### src/rtl/ist_pkg.sv
// Shared types and codes for the interval set table.
package ist_pkg;

   typedef enum logic [1:0] {
      OP_ADD    = 2'd0,
      OP_REMOVE = 2'd1,
      OP_QUERY  = 2'd2,
      OP_NONE   = 2'd3
   } op_type;

   typedef enum logic [3:0] {
      S_IDLE   = 4'b0001,
      S_SCAN   = 4'b0010,
      S_WRITE  = 4'b0100,
      S_FINISH = 4'b1000
   } state_type;

   // Per-cell control: shift takes the right neighbor, load takes the new entry.
   typedef struct packed {
      logic shift;
      logic load;
   } cell_ctl_type;

endpackage

### src/rtl/ist_cell.sv
// One storage cell of the interval chain.
module ist_cell
   import ist_pkg::*;
#(
   parameter int WIDTH = 64
) (
   input  logic             clock,
   input  cell_ctl_type     ctl,
   input  logic [WIDTH-1:0] nbr_data,
   input  logic [WIDTH-1:0] new_data,
   output logic [WIDTH-1:0] q
);

   logic [WIDTH-1:0] data_ff;
   logic [WIDTH-1:0] data_in;

   always_comb begin
      data_in = data_ff;
      if (ctl.load) begin
         data_in = new_data;
      end else if (ctl.shift) begin
         data_in = nbr_data;
      end
   end

   always_ff @(posedge clock) begin
      data_ff <= data_in;
   end

   assign q = data_ff;

endmodule

### src/rtl/interval_set_table.sv
// Top level of the interval set table: cell chain, scan/rewrite sequencer, response register.
//
// Stores up to MAX_INTERVALS sorted, disjoint half-open intervals [start,end) in a chain of
// cells that works as a queue: the head cell feeds one datapath, results go back in at the
// tail. A request with an empty range or an unknown op goes straight to the finish state.
// Every other request first makes a scan pass that rotates all N stored entries once, then
// takes an exit step, to find the merge range, a split or a covering entry, and to
// decide whether the table would overflow. Add and remove then make a rewrite pass that
// pops each entry and pushes what survives. The finish state then loads the response
// register and the sequencer returns to idle. The chain is walked one entry per cycle
// through the head cell, except where the rewrite pass pushes without popping.
// A dropped add or remove (table full) leaves the table intact and answers
// status 1. A new request is taken as soon as the sequencer is idle, even while the previous
// response is still stalled.
module interval_set_table
   import ist_pkg::*;
#(
   parameter int MAX_INTERVALS = 64,
   parameter int COORD_BITS    = 32
) (
   input  logic        clock,
   input  logic        reset,
   input  logic        req_valid,
   output logic        req_stall,
   input  logic [1:0]  req_op,
   input  logic [31:0] req_left_edge,
   input  logic [31:0] req_right_edge,
   output logic        rsp_valid,
   input  logic        rsp_stall,
   output logic        rsp_covered,
   output logic        rsp_status
);

   localparam int CW     = (COORD_BITS > 32) ? 32 : COORD_BITS;
   localparam int SPAN_W = 2 * CW;
   localparam int CNT_W  = $clog2(MAX_INTERVALS + 1);
   localparam logic [CNT_W-1:0] MAX_CNT = CNT_W'(MAX_INTERVALS);

   // sequencer state
   state_type        state_ff, state_in;
   op_type           op_ff, op_in;
   logic [CNT_W-1:0] count_ff, count_in;   // committed entries
   logic [CNT_W-1:0] occ_ff, occ_in;       // entries in the chain right now
   logic [CNT_W-1:0] rem_ff, rem_in;       // entries still to pop this pass
   logic [CW-1:0]    lo_ff, lo_in;         // request range, widened by add merges
   logic [CW-1:0]    hi_ff, hi_in;
   logic             hit_ff, hit_in;       // add: something merged
   logic             split_ff, split_in;   // remove: one entry splits in two
   logic             cover_ff, cover_in;   // query: found a covering entry
   logic             ins_ff, ins_in;       // add: merged entry already pushed
   logic             pend_ff, pend_in;     // remove: upper piece still owed
   logic             res_cov_ff, res_cov_in;
   logic             res_st_ff, res_st_in;

   // response register
   logic rsp_valid_ff, rsp_valid_in;
   logic rsp_covered_ff, rsp_covered_in;
   logic rsp_status_ff, rsp_status_in;

   // chain
   logic [SPAN_W-1:0] cell_q [MAX_INTERVALS];
   logic [SPAN_W-1:0] push_data;
   logic              pop, push;
   logic [CNT_W-1:0]  load_idx;

   logic [CW-1:0] h_start, h_end;
   logic [CW-1:0] in_lo, in_hi;
   logic          ovl, req_take;

   assign h_start = cell_q[0][SPAN_W-1:CW];
   assign h_end   = cell_q[0][CW-1:0];
   assign in_lo   = req_left_edge[CW-1:0];
   assign in_hi   = req_right_edge[CW-1:0];
   assign ovl     = (h_start <= hi_ff) && (lo_ff <= h_end);

   assign req_stall = (state_ff != S_IDLE);
   assign req_take  = req_valid && !req_stall;

   always_comb begin
      state_in   = state_ff;
      op_in      = op_ff;
      count_in   = count_ff;
      occ_in     = occ_ff;
      rem_in     = rem_ff;
      lo_in      = lo_ff;
      hi_in      = hi_ff;
      hit_in     = hit_ff;
      split_in   = split_ff;
      cover_in   = cover_ff;
      ins_in     = ins_ff;
      pend_in    = pend_ff;
      res_cov_in = res_cov_ff;
      res_st_in  = res_st_ff;
      pop        = 1'b0;
      push       = 1'b0;
      push_data  = cell_q[0];

      rsp_valid_in   = rsp_valid_ff && rsp_stall;
      rsp_covered_in = rsp_covered_ff;
      rsp_status_in  = rsp_status_ff;

      case (state_ff)
         S_IDLE: begin
            if (req_take) begin
               op_in      = op_type'(req_op);
               lo_in      = in_lo;
               hi_in      = in_hi;
               hit_in     = 1'b0;
               split_in   = 1'b0;
               cover_in   = 1'b0;
               ins_in     = 1'b0;
               pend_in    = 1'b0;
               rem_in     = count_ff;
               occ_in     = count_ff;
               res_cov_in = 1'b0;
               res_st_in  = 1'b0;
               // empty range or unknown op: answer right away
               if (in_lo >= in_hi || op_type'(req_op) == OP_NONE) begin
                  state_in = S_FINISH;
               end else begin
                  state_in = S_SCAN;
               end
            end
         end

         S_SCAN: begin
            if (rem_ff != '0) begin
               // rotate: head goes back in at the tail unchanged
               pop    = 1'b1;
               push   = 1'b1;
               rem_in = rem_ff - 1'b1;
               case (op_ff)
                  OP_ADD: begin
                     if (ovl) begin
                        hit_in = 1'b1;
                        if (h_start < lo_ff) lo_in = h_start;
                        if (h_end > hi_ff)   hi_in = h_end;
                     end
                  end
                  OP_REMOVE: begin
                     if (ovl && h_start < lo_ff && hi_ff < h_end) split_in = 1'b1;
                  end
                  OP_QUERY: begin
                     if (h_start <= lo_ff && h_end >= hi_ff) cover_in = 1'b1;
                  end
                  default: ;
               endcase
            end else begin
               rem_in = count_ff;
               case (op_ff)
                  OP_QUERY: begin
                     res_cov_in = cover_ff;
                     state_in   = S_FINISH;
                  end
                  OP_ADD: begin
                     if (!hit_ff && count_ff == MAX_CNT) begin
                        res_st_in = 1'b1;
                        state_in  = S_FINISH;
                     end else begin
                        state_in = S_WRITE;
                     end
                  end
                  OP_REMOVE: begin
                     if (split_ff && count_ff == MAX_CNT) begin
                        res_st_in = 1'b1;
                        state_in  = S_FINISH;
                     end else begin
                        state_in = S_WRITE;
                     end
                  end
                  default: state_in = S_FINISH;
               endcase
            end
         end

         S_WRITE: begin
            if (rem_ff != '0) begin
               if (op_ff == OP_ADD) begin
                  if (ovl) begin
                     pop = 1'b1;              // absorbed into the merged entry
                  end else if (!ins_ff && h_start > hi_ff) begin
                     push      = 1'b1;        // merged entry goes in ahead of head
                     push_data = {lo_ff, hi_ff};
                     ins_in    = 1'b1;
                  end else begin
                     pop  = 1'b1;
                     push = 1'b1;
                  end
               end else begin
                  if (!ovl) begin
                     pop  = 1'b1;
                     push = 1'b1;
                  end else if (h_start < lo_ff && hi_ff < h_end && !pend_ff) begin
                     push      = 1'b1;        // lower piece, keep head for upper
                     push_data = {h_start, lo_ff};
                     pend_in   = 1'b1;
                  end else if (h_start < lo_ff && hi_ff < h_end) begin
                     pop       = 1'b1;
                     push      = 1'b1;
                     push_data = {hi_ff, h_end};
                     pend_in   = 1'b0;
                  end else if (h_start < lo_ff) begin
                     pop       = 1'b1;
                     push      = 1'b1;
                     push_data = {h_start, lo_ff};
                  end else if (hi_ff < h_end) begin
                     pop       = 1'b1;
                     push      = 1'b1;
                     push_data = {hi_ff, h_end};
                  end else begin
                     pop = 1'b1;
                  end
               end
               if (pop) rem_in = rem_ff - 1'b1;
            end else if (op_ff == OP_ADD && !ins_ff) begin
               push      = 1'b1;              // merged entry lands at the end
               push_data = {lo_ff, hi_ff};
               ins_in    = 1'b1;
            end else begin
               state_in = S_FINISH;
            end
            case ({pop, push})
               2'b10:   occ_in = occ_ff - 1'b1;
               2'b01:   occ_in = occ_ff + 1'b1;
               default: occ_in = occ_ff;
            endcase
         end

         S_FINISH: begin
            if (!rsp_valid_ff || !rsp_stall) begin
               count_in       = occ_ff;
               rsp_valid_in   = 1'b1;
               rsp_covered_in = res_cov_ff;
               rsp_status_in  = res_st_ff;
               state_in       = S_IDLE;
            end
         end

         default: state_in = S_IDLE;
      endcase
   end

   assign load_idx = pop ? (occ_ff - 1'b1) : occ_ff;

   for (genvar i = 0; i < MAX_INTERVALS; i++) begin : g_chain
      cell_ctl_type      ctl;
      logic [SPAN_W-1:0] nbr;
      assign ctl.shift = pop;
      assign ctl.load  = push && (load_idx == CNT_W'(i));
      if (i == MAX_INTERVALS - 1) begin : g_last
         assign nbr = cell_q[i];
      end else begin : g_mid
         assign nbr = cell_q[i+1];
      end
      ist_cell #(
         .WIDTH(SPAN_W)
      ) u_cell (
         .clock    (clock),
         .ctl      (ctl),
         .nbr_data (nbr),
         .new_data (push_data),
         .q        (cell_q[i])
      );
   end

   always_ff @(posedge clock) begin
      if (reset) begin
         state_ff     <= S_IDLE;
         count_ff     <= '0;
         occ_ff       <= '0;
         rem_ff       <= '0;
         rsp_valid_ff <= 1'b0;
      end else begin
         state_ff     <= state_in;
         count_ff     <= count_in;
         occ_ff       <= occ_in;
         rem_ff       <= rem_in;
         rsp_valid_ff <= rsp_valid_in;
      end
   end

   always_ff @(posedge clock) begin
      op_ff          <= op_in;
      lo_ff          <= lo_in;
      hi_ff          <= hi_in;
      hit_ff         <= hit_in;
      split_ff       <= split_in;
      cover_ff       <= cover_in;
      ins_ff         <= ins_in;
      pend_ff        <= pend_in;
      res_cov_ff     <= res_cov_in;
      res_st_ff      <= res_st_in;
      rsp_covered_ff <= rsp_covered_in;
      rsp_status_ff  <= rsp_status_in;
   end

   assign rsp_valid   = rsp_valid_ff;
   assign rsp_covered = rsp_covered_ff;
   assign rsp_status  = rsp_status_ff;

`ifndef ASSERT_OFF
   a_count_bound: assert property (@(posedge clock) disable iff (reset)
      count_ff <= MAX_CNT && occ_ff <= MAX_CNT)
      else $error("interval count beyond table size");

   a_scan_keeps_occ: assert property (@(posedge clock) disable iff (reset)
      state_ff == S_SCAN |-> occ_ff == count_ff)
      else $error("scan pass changed chain occupancy");

   a_rsp_from_finish: assert property (@(posedge clock) disable iff (reset)
      $rose(rsp_valid_ff) |-> $past(state_ff == S_FINISH))
      else $error("response raised outside finish");

   a_no_push_when_full: assert property (@(posedge clock) disable iff (reset)
      (push && !pop) |-> occ_ff < MAX_CNT)
      else $error("push into a full chain");
`endif

endmodule

### config.mk
export PLATFORM = sky130hd
export DESIGN_NAME = interval_set_table
export DESIGN_NICKNAME = d
export VERILOG_FILES = /design/src/rtl/ist_pkg.sv /design/src/rtl/ist_cell.sv /design/src/rtl/interval_set_table.sv
export SDC_FILE = /design/constraint.sdc
export NUM_CORES = 2
export LEC_CHECK = 0
export BUFFER_PORTS_ARGS = -buffer_cell sky130_fd_sc_hd__buf_2
export CORE_ASPECT_RATIO = 0.6
export CORE_MARGIN = 2
export CORE_UTILIZATION = 40
export DETAILED_ROUTE_END_ITERATION = 12
export PLACE_DENSITY = 0.53
export SLEW_MARGIN = 30
export SYNTH_ARGS = -nofsm -noshare
export SYNTH_HDL_FRONTEND = slang
export SYNTH_SLANG_ARGS = --single-unit
export TNS_END_PERCENT = 20
### constraint.sdc
create_clock -name clock -period 12.6 [get_ports clock]
set_clock_uncertainty 0.2 [all_clocks]
set_input_delay 1.26 -clock clock [delete_from_list [all_inputs] [get_ports clock]]
set_output_delay 1.26 -clock clock [all_outputs]
set_load 0.02 [all_outputs]
Yosys cells after proc, flatten, opt, wreduce, memory -nomap -nowiden
Cells that the tools add are included.
- register bits: 4197
- input bits: 70
- word-level logic and storage cells: 585
- $add $sub $neg: 3
- $lt $le $gt $ge: 9
- eq/ne operators: 101
- mux-type cells: 224
- reductions and logical operators: 167
- operator list (cell ; number):
    $mux W64 ; 137
    $mux W32 ; 10
    $eq A7 B6 Y1 const B ; 32
    $reduce_bool A2 Y1 ; 65
    $pmux W32 S2 ; 2
    $eq A7 B5 Y1 const B ; 16
    $le A32 B32 Y1 ; 3
    $logic_and A1 B1 Y1 ; 76
    $ge A32 B32 Y1 ; 2
    $gt A32 B32 Y1 ; 2
    $lt A32 B32 Y1 ; 2
    $eq A7 B4 Y1 const B ; 8
    $mux W1 ; 47
    $mux W7 ; 5
    $ne A2 B2 Y1 const B ; 17
    $mux W4 ; 8
    $reduce_and A6 Y1 ; 5
    $eq A7 B3 Y1 const B ; 4
    $pmux W7 S2 ; 2
    $ne A3 B3 Y1 const B ; 9
    $pmux W7 S3 ; 1
    $pmux W1 S2 ; 10
    $reduce_and A5 Y1 ; 4
    $pmux W4 S4 ; 1
    23 further kinds ; 36

Depth between registers and ports, before layout
- depth after elaboration: 15
- gate-level depth with buffers: 18

Cells and area by module
Synthesis repeated with hierarchy kept, for this count alone.
- cell total of the unflattened synthesis: 10173
- area total of the unflattened synthesis: 197344.3 sq um
- modules (own cells, without submodules) (module ; times used ; cells each ; area an instance (sq um) ; seq. area each (sq um)):
    ist_cell ; 64 ; 136 ; 2905.3 ; 1921.8
    interval_set_table ; 1 ; 1469 ; 11405.9 ; 2772.7

Worst setup path after synthesis
No wires, ideal clock.
- path type: register to register
- from: reg g_chain[0].u_cell.data_ff[46]
- to: reg g_chain[63].u_cell.data_ff[0] (enable)
- library setup time: 644 ps
- data arrival time: 9421 ps
- required time: 11756 ps
- setup slack: 2335 ps
- cell stages (with the launch flop): 12
- clock period less this slack: 10265 ps
- path through: edfxtp_1 -> ha_1 -> nand4_1 -> or4_4 -> nand4b_1 -> a21boi_1 -> or4_4 -> nor4_4 -> or3_4 -> a21boi_2 -> buf_2 -> nor4_1
- RTL lines (what ; line ; RTL):
    start, declared ; ist_cell.sv:14 ; logic [WIDTH-1:0] data_ff;
    start signal, assigned ; ist_cell.sv:27 ; data_ff <= data_in;
    end signal, assigned ; ist_cell.sv:27 ;
    end, declared ; ist_cell.sv:14 ;

Final worst setup path
- from: reg hi_ff[17]
- to: reg g_chain[17].u_cell.data_ff[45] (enable)
- word-level cells in the longest chain between the ends: 15
- ends and longest elaborated chain (what ; line ; RTL):
    start, declared ; interval_set_table.sv:46 ; logic [CW-1:0] hi_ff, hi_in;
    start signal, assigned ; interval_set_table.sv:285 ; hi_ff <= hi_in;
    $lt A32 B32 Y1 ; interval_set_table.sv:193, interval_set_table.sv:197, interval_set_table.sv:206 ;
    $logic_and A1 B1 Y1 ; interval_set_table.sv:193, interval_set_table.sv:197 ;
    $logic_and A1 B1 Y1 ; interval_set_table.sv:193 ; end else if (h_start < lo_ff && hi_ff < h_end && !pend_ff) begin
    $mux W1 ; interval_set_table.sv:193 ;
    $mux W1 ; interval_set_table.sv:190 ; if (!ovl) begin
    $mux W1 ; interval_set_table.sv:178 ; if (op_ff == OP_ADD) begin
    $mux W1 ; interval_set_table.sv:177 ; if (rem_ff != '0) begin
    $mux W1 ; interval_set_table.sv:102 ; case (state_ff)
    $mux W1 ; interval_set_table.sv:177 ;
    $mux W1 ; interval_set_table.sv:102 ;
    $pmux W1 S2 ; interval_set_table.sv:102 ;
    $mux W7 ; interval_set_table.sv:243 ; assign load_idx = pop ? (occ_ff - 1'b1) : occ_ff;
    $eq A7 B5 Y1 ; interval_set_table.sv:249 ; assign ctl.load = push && (load_idx == CNT_W'(i));
    $logic_and A1 B1 Y1 ; interval_set_table.sv:249 ;
    $reduce_bool A2 Y1 (no source line) (*) ; -- ;
    end signal, assigned ; ist_cell.sv:27 ;
    end, declared ; ist_cell.sv:14 ;
Mark *: on every way between the ends. The rest lies on a longest branch, timed or not. The select of a mux whose other input is x is not followed.
A chain may end at the register's enable or synchronous reset.

==> impl_metrics.tcl <==
set metrics [dict create \
    critPathMaxStageDelay_ns 1.01 \
    grt_antenna_before_repair 142 \
    gp_congestion 0.925 \
    fp.dieW_um 879 \
    cp.depth 14 \
    fin_setup_tns_ns 0 \
    hold_viol_final 0 \
    wl_per_cell_um 36.7 \
    numPortBuffers 73 \
    track_usage 0.266 \
    cts_buffer_depth 4 \
    syn_nets 11024 \
    ys.flop_type "edfxtp_1" \
    cp_data_arrival_time_ns 8.44 \
    row_count 192 \
    finalNetCount 10902 \
    totalPowerFinal_uw 28600 \
    setup_violations 0 \
    worst_pin_slew_ns 1.21 \
    hold_buffers 0 \
    path_class "reg -> reg" \
    via_per_inst 6.04 \
    worst-path-buf-inv 3 \
    cp_cell_sequence "inv_1 > ha_1 > a21oi_1 > o21ai_0 > a2111oi_1 > a21boi_1 > nor4_4 > nand3_2 > or2_2 > a32oi_4 > buf_4 > nand3_4 > nand2_4 > buf_4" \
    grt_max_degree 87 \
    area.growth.synth_to_final_pct 11.7 \
    start_kind "register" \
    cts_resized 0 \
    peakVddDrop_uv 123 \
    drive_gt1_frac 0.351 \
    min_path_type "reg -> reg" \
    synth_warnings 0 \
    clockRootBuffer "clkbuf_16" \
    cp.required_ns 13.08 \
    ios 74 \
    cts_sinks 4197 \
    drcViolationCount 0 \
    synth_cell_types 75 \
    power.leakage_uw 0.0672 \
    cpLargestDelayFamily "simple AND/OR/NAND/NOR gates" \
    gr-total-overflow 0 \
    firstDrtPassIters 7 \
    syn_inst 10790 \
    hpwl_um 401000 \
    htreeDepth 5 \
    worst_setup_path_end_kind "register" \
    grt_pass1_vias 100123 \
    drt_iter0_drc 16855 \
    powerDensity_mw_per_mm2 139 \
    clk_pin_slew_ns 0.07 \
    vias 104350 \
    grt_pass1_wl_um 868000 \
    start_util 0.402 \
    cts_buffers 407 \
    fmax_mhz 126 \
    async_reset_ff_frac 0 \
    cp_slowest_cell "nand2_4" \
    outcome "completed" \
    ant_nets 0 \
    synth_edf_count 4171 \
    reg2reg_depth 14 \
    slew_viol_final 0 \
    syn_avg_cell_area_sq_um 17.0 \
    seq_area_frac_synth 0.684 \
    core-area_sq_mm 0.457 \
    slew_headroom 0.190 \
    cts_setup_buffers 0 \
    cts_tree "done" \
    insertion_delay_ns 1.05 \
    period_share 0.631 \
    rsz0062_at_grt "false" \
    wl_um 634000 \
    crit_top_cell "buf_4" \
    crit_fanout 36 \
    mappedNetlistArea_sq_mm 0.184 \
    post-route-min-period_ns 7.96 \
    hold_depth 0 \
    drv_cap 0 \
    synth-seq-cells 4197 \
    dieHeight_um 529 \
    die_area_sq_mm 0.465 \
]
==> final timing paths <==
path	start	end	slack [ns]
worst max-delay path	hi_ff[17]	g_chain[17].u_cell.q[45]	4.64
worst min-delay path	res_st_ff	rsp_status	0.26
worst max register to register	hi_ff[17]	g_chain[17].u_cell.q[45]	4.64
worst min register to register	res_st_ff	rsp_status	0.26
==> placed cells by master (no fill, tap or decap), types with 14 or more instances in the layout <==
cell / netlist / final
a211oi_4: 0 / 32
a21o_1: 27 / 27
a21oi_1: 125 / 123
a22o_1: 391 / 391
buf_2: 260 / 73
buf_4: 51 / 297
buf_6: 72 / 30
bufinv_16: 0 / 35
clkbuf_1: 540 / 84
clkbuf_16: 0 / 414
clkinv_1: 1 / 92
clkinv_2: 0 / 87
clkinvlp_4: 0 / 14
dfxtp_1: 26 / 26
diode_2: 0 / 155
edfxtp_1: 4171 / 4171
ha_1: 164 / 164
inv_1: 176 / 143
inv_2: 0 / 27
mux2_1: 675 / 675
mux2_2: 2518 / 2518
mux2_4: 68 / 68
nand2_1: 378 / 335
nand2_2: 0 / 16
nand2_4: 0 / 24
nand3_1: 45 / 29
nand3_4: 0 / 16
nand4_1: 42 / 42
nor2_1: 190 / 185
nor2b_1: 14 / 14
nor3_1: 26 / 17
o21ai_0: 73 / 73
o221ai_1: 64 / 55
o2bb2ai_1: 384 / 366
o2bb2ai_4: 0 / 14
or2_2: 38 / 38
==> synthesized netlist by cell type (68+ instances only) <==
cell type	n	share of area
buf_6	72	0.0044
mux2_4	68	0.0056
o2bb2ai_1	384	0.018
o21ai_0	73	0.0020
buf_2	260	0.0071
inv_1	176	0.0036
mux2_2	2518	0.15
mux2_1	675	0.041
ha_1	164	0.011
nor2_1	190	0.0039
clkbuf_1	540	0.011
edfxtp_1	4171	0.68
a22o_1	391	0.019
a21oi_1	125	0.0034
nand2_1	378	0.0077
==> worst register-to-register path: cells and delay by family, from the launching register on <==
family	cells	cell delay [ns]
buffers and inverters	3	1.44
AOI/OAI and AO/OA	5	1.73
DFF	1	0.44
and+or+nand+nor	5	3.37
adders and majority gates	1	0.32
==> per-layer routing <==
metal | global-route usage | wire length [um] | part of all wire
met1 | 0.425 | 301000 | 0.47
met4 | 0.0580 | 14300 | 0.023
met2 | 0.326 | 231000 | 0.36
met3 | 0.108 | 86300 | 0.14
met5 | 0.00660 | 1060 | 0.0017
==> area by class of cell <==
| cell class | instances | area, sq um |
|---|---|---|
| fillers | 39149 | 251000 |
| flip-flops and latches | 4197 | 126000 |
| multi-input cells | 5462 | 54300 |
| clock buffers | 499 | 10700 |
| well taps | 6111 | 7650 |
| repair buffers | 423 | 3460 |
| clock inverters | 246 | 2320 |
| inverters | 177 | 674 |
| diodes | 155 | 388 |
==> metrics by stage <==
stage | cells | utilization | instance area [sq um] | setup WS, ns | hold WS (ns)
after detailed placement | 16361 | 0.419 | 191000 | 5.01 | 0.249
after CTS | 17106 | 0.448 | 204000 | 4.93 | 0.214
after global placement | 16353 | 0.418 | 191000 | 4.68 | 0.243
after floorplan | 10790 | - | 184000 | 2.33 | 0.200
final | 17270 | 0.449 | 205000 | 4.64 | 0.260
after global routing | 17140 | 0.449 | 205000 | 4.63 | 0.246
==> registers in the layout, indices dropped and copies added (netlist names) <==
name              cells
ins_ff                1
res_st_ff             1
rem_ff                7
res_cov_ff            1
rsp_covered           1
count_ff              7
cover_ff              1
state_ff              4
hi_ff                32
op_ff                 2
pend_ff               1
rsp_status            1
split_ff              1
rsp_valid             1
g_chain.u_cell.q   4096
hit_ff                1
lo_ff                32
occ_ff                7
==> power breakdown <==
part / switching [uW] / leakage, uW / internal, uW / total, uW
Sequential: 85.1 / 0.0377 / 15300 / 15400
Combinational: 614 / 0.0231 / 213 / 827
Clock: 5620 / 0.00635 / 6760 / 12400
==> cells by family after synthesis <==
logic type / share of synthesized area
buf+inv: 0.0289
fa+ha+maj: 0.0112
compound gates: 0.0527
xor+xnor: 0.000191
flops: 0.684
mux: 0.201
simple gates: 0.0213
No activity file was read; power rests on OpenSTA's default activity.
